$ cat src/hdl/life_grid_generation_engine_core_defines.svh
// ----------------------------------------------------------------------------
// Life grid engine assertion macros
// Shared concurrent-assertion shorthands, clocked on i_clk, off in reset.
// ----------------------------------------------------------------------------
`ifndef LIFE_GRID_GENERATION_ENGINE_CORE_DEFINES_SVH
`define LIFE_GRID_GENERATION_ENGINE_CORE_DEFINES_SVH

// same-cycle implication
`define LFE_ASSERT_NOW(lbl, ante, cons, msg) \
    lbl: assert property (@(posedge i_clk) disable iff (!i_rst_n) (ante) |-> (cons)) \
        else $error(msg);

// next-cycle implication
`define LFE_ASSERT_NXT(lbl, ante, cons, msg) \
    lbl: assert property (@(posedge i_clk) disable iff (!i_rst_n) (ante) |=> (cons)) \
        else $error(msg);

`endif

$ cat src/hdl/lfe_pkg.sv
// ----------------------------------------------------------------------------
// Life grid engine package
// Grid geometry, field widths, action and register codes, FSM states.
// ----------------------------------------------------------------------------
package lfe_pkg;

    localparam int MAX_ROWS = 64;
    localparam int MAX_COLS = 64;

    // field widths
    localparam int ACT_W   = 2;
    localparam int COORD_W = 6;
    localparam int CFG_W   = 7;

    // storage geometry
    localparam int ROW_W = $clog2(MAX_ROWS);
    localparam int COL_W = $clog2(MAX_COLS);
    localparam int UR_W  = (CFG_W > $clog2(MAX_ROWS + 1)) ? CFG_W : $clog2(MAX_ROWS + 1);
    localparam int UC_W  = (CFG_W > $clog2(MAX_COLS + 1)) ? CFG_W : $clog2(MAX_COLS + 1);

    // generation walk: one row read per cycle, new row written two rows behind
    localparam int WJ_W    = $clog2(MAX_ROWS + 2);
    localparam int WJ_LAST = MAX_ROWS + 1;

    // result queue
    localparam int FQ_DEPTH = 4;
    localparam int FQ_AW    = $clog2(FQ_DEPTH);

    localparam int GRID_RESET = 64;

    // configuration register indexes
    localparam int CFG_IDX_W = 1;
    localparam logic [CFG_IDX_W-1:0] CFG_GRID_ROWS = 1'd0;
    localparam logic [CFG_IDX_W-1:0] CFG_GRID_COLS = 1'd1;

    typedef enum logic [ACT_W-1:0] {
        ACT_WRITE   = 2'd0,
        ACT_READ    = 2'd1,
        ACT_ADVANCE = 2'd2
    } t_action;

    typedef enum logic {
        ST_IDLE,
        ST_WALK
    } t_state;

    // row store access request
    typedef struct packed {
        logic                we;
        logic [ROW_W-1:0]    waddr;
        logic                wfull;   // write whole row, ignore wsel
        logic [MAX_COLS-1:0] wsel;    // single-cell select
        logic [MAX_COLS-1:0] wdata;
        logic                re;
        logic [ROW_W-1:0]    raddr;
    } t_mem_req;

endpackage

$ cat src/hdl/lfe_gen_row.sv
// ----------------------------------------------------------------------------
// Life grid next-row logic
// B3/S23 rule for one full row from the three old rows around it.
// ----------------------------------------------------------------------------
module lfe_gen_row import lfe_pkg::*; (
    input  logic [MAX_COLS-1:0] i_above,
    input  logic [MAX_COLS-1:0] i_mid,
    input  logic [MAX_COLS-1:0] i_below,
    input  logic                i_row_interior,
    input  logic [UC_W-1:0]     i_used_cols,
    output logic [MAX_COLS-1:0] o_row
);

    logic [MAX_COLS+1:0] above_p;
    logic [MAX_COLS+1:0] mid_p;
    logic [MAX_COLS+1:0] below_p;

    assign above_p = {1'b0, i_above, 1'b0};
    assign mid_p   = {1'b0, i_mid,   1'b0};
    assign below_p = {1'b0, i_below, 1'b0};

    for (genvar c = 0; c < MAX_COLS; c++) begin : g_lane
        logic [3:0] n;
        logic       alive;
        logic       col_int;

        // lane c sits at padded position c+1
        assign n = 4'(above_p[c]) + 4'(above_p[c+1]) + 4'(above_p[c+2])
                 + 4'(mid_p[c])                      + 4'(mid_p[c+2])
                 + 4'(below_p[c]) + 4'(below_p[c+1]) + 4'(below_p[c+2]);
        assign alive   = mid_p[c+1];
        assign col_int = (c >= 1) && (UC_W'(c + 1) < i_used_cols);
        assign o_row[c] = i_row_interior && col_int
                          && ((n == 4'd3) || (alive && (n == 4'd2)));
    end

endmodule

$ cat config.mk
export PLATFORM = sky130hd
export DESIGN_NAME = lfe_gen_row
export DESIGN_NICKNAME = d
export VERILOG_FILES = /design/src/hdl/life_grid_generation_engine_core_defines.svh /design/src/hdl/lfe_pkg.sv /design/src/hdl/lfe_gen_row.sv
export SDC_FILE = /design/constraint.sdc
export NUM_CORES = 1
export LEC_CHECK = 0
export CAP_MARGIN = 20
export CORE_UTILIZATION = 40
export DETAILED_ROUTE_END_ITERATION = 10
export DONT_BUFFER_PORTS = 1
export PLACE_DENSITY = 0.55
export SLEW_MARGIN = 20
export SYNTH_ARGS = -nofsm -noshare
export SYNTH_HDL_FRONTEND = slang
export SYNTH_SLANG_ARGS = --single-unit
$ cat constraint.sdc
create_clock -name vclk -period 5.8
set_input_delay 1.16 -clock vclk [all_inputs]
set_output_delay 1.16 -clock vclk [all_outputs]
set_load 0.1 [all_outputs]
==> summary.md <==
| Metric | Value |
|---|---|
| Outcome | finished clean |
| Nets | 2006 |
| Area growth syn-to-layout | 14.9% |
| Max Slew Vio Count | 0 |
| Xor-xnor portion of the synthesized cell area | 0% |
| Clock buffer count | 0 |
| Largest net degree at the start of global routing | 18 |
| # rows | 62 |
| Port bufs | 0 |
| GR Layer Usage met3 | 3.92% |
| GRT Max-Usage Layer | met2 |
| Cells after Synth | 1318 |
| Met1 Resource Use GR | 24.9% |
| Post-synthesis compound-gate area fraction | 11.1% |
| Post-CTS setup buffer count | 0 |
| CTS Hold Bufs | 0 |
| Peak VDD IR | 125 uV |
| Die height | 174 um |
| Worst Hold Class | input pin to output pin |
| Number of diodes | 0 |
| Cell taking the most area after synthesis | fa_1 |
| Area share of the largest cell type after synthesis | 42.2% |
| Antenna Nets Post-Route | 0 |
| Syn nets | 1956 |
| Routability cong. | 0.852 |
| Tcrit/Tclk final | 93.1% |
| Post-Synth Simple-Gate Area | 10.4% |
| Crit path max fanout | 2 |
| Syn Area/Cell | 8.99 um2 |
| Starting DRT DRC Count | 320 |
| Power Dens Cells | 210 nW/um2 |
| Largest family of logic cells by synthesized area | adder cells |
| Initial antenna violation count | 0 |
| CP required | 4640 ps |
| Drt pass-1 iters | 4 |
| Die ar. | 30300 um2 |
| Die W | 174 um |
| Power consumption | 2.86 mW |
| Area contributors post-synth | fa_1, ha_1, inv_1 |
| Top-Level Pins | 264 |
| Crit start category | input pin |
| RSZ-0062 raised after global routing | false |
| Global-route wire length before repair | 47.6 mm |
| Vias | 8636 |
| DP Area | 13600 um2 |
| Core Box Area | 28900 um2 |
| Crit path kind | input pin to output pin |
| Hold Vio Cnt, Final | 0 |
| Area occupied by multi-input gates | 10700 um2 |
| Least-Margin Pin Slew | 999 ps |
| Seq_cells | 0 |
| Register area | 0 um2 |
| DRC Markers | 0 |
| Layout cells sized above 1 | 11.5% |
| Synth Area in Adders | 62.1% |
| Count of different cell masters after synthesis | 51 |
| Via density | 4.93 |
| Final WL | 28.3 mm |
| Met2 usage | 34.6% |
| Post-route minimum period | 5400 ps |
| Post-detail-place hpwl | 26.3 mm |
| Leak | 7.01 nW |
| Util after Layout | 47.1% |
| Fin area | 13600 um2 |
| WP data arrival | 4240 ps |
| Yosys warnings | 0 |
| GRT Total Usage | 19.5% |
| Mux share of post-synthesis cell area | 0% |
| Routed wire per std cell | 16.2 um |
| GRT overflow | 0 |
| Rel. slew slack | 33.1% |
| Achievable Freq | 185 MHz |
| Fin Hold WS | 2670 ps |
| Resized Gates After CTS | 0 |
| Vias in the first global route | 9401 |
| Effective utilization at floorplan | 41.0% |
| Sequential-to-total area share from yosys stat | 0% |
| # fillers | 2826 |
| Max Cap Viol | 0 |
| Post-Syn Area | 11900 um2 |
| Final setup violation count | 0 |
| Crit end category | output pin |
[synthesized netlist by cell type, types with 9 or more instances]
cell type	count
nand2_1	32
nor4_1	12
nand3_1	12
ha_1	188
a31oi_1	23
nor4b_2	17
and2_0	10
o21ai_0	29
o31a_1	13
a221oi_1	11
a211oi_1	14
fa_1	250
nor2_1	43
a21oi_1	37
or2_2	13
o221ai_1	13
nand2b_1	10
inv_1	494
a211o_1	9
[where the power goes]
part / leakage (nW) / internal, mW / switching [mW]
Combinational: 7.01 / 1.08 / 1.78
Clock: 0 / 0 / 0
Sequential: 0 / 0 / 0
Total: 7.01 / 1.08 / 1.78
[layout by cell type (no fill, tap or decap), drive strengths merged, types with 10 or more instances in the layout]
cell    count
ha        188
o31a       13
a21oi      37
buf        64
nand2b     10
o221ai     16
or2        14
a221oi     11
inv       494
nand2      35
o21ai      33
nand3      12
nor4       15
nor4b      23
nor2       43
a31oi      23
and2       12
a211oi     14
fa        250
[worst max-delay path, cell delays in order]
cell and delay, ps:
inv_1 60, fa_1 560, fa_1 430, fa_1 490, inv_1 40, ha_1 200
fa_1 500, o21a_1 130, o221ai_2 110, a211oi_4 240, buf_4 320
[layout make-up]
| type | count | share of cell area (%) |
|---|---|---|
| inverter | 494 | 13.6 |
| timing repair buffer | 64 | 4.26 |
| tap | 384 | 3.53 |
| multi-input combinational | 808 | 78.6 |
[logic make-up after synthesis]
| group | Yosys count |
|---|---|
| buf+inv | 510 |
| fa+ha+maj | 438 |
| simple gates | 187 |
| compound gates | 182 |
| other cells | 1 |
[metrics by stage]
stage / TNS [ps] / cells / setup slack (ps)
after floorplan: -571 / 1318 / -571
after global placement: 0 / 1749 / 438
after detailed placement: 0 / 1749 / 396
after CTS: 0 / 1749 / 395
after global routing: 0 / 1750 / 251
final: 0 / 1750 / 401
[path summary, 6_finish.rpt]
path | to | from | slack, ps | depth (start not counted)
setup / recovery | o_row[17] | i_above[16] | 400 | 11
hold / removal | o_row[62] | i_row_interior | 2670 | 3
[metal layers]
| metal | routed length (um) | vias up | share of wire (%) |
|---|---|---|---|
| li1 | - | 4166 | - |
| met1 | 11900 | 4265 | 42 |
| met2 | 14100 | 183 | 50 |
| met3 | 1870 | 22 | 6.6 |
| met4 | 482 | 0 | 1.7 |
| met5 | 0 | - | 0 |
No activity file was read; power rests on OpenSTA's default activity.
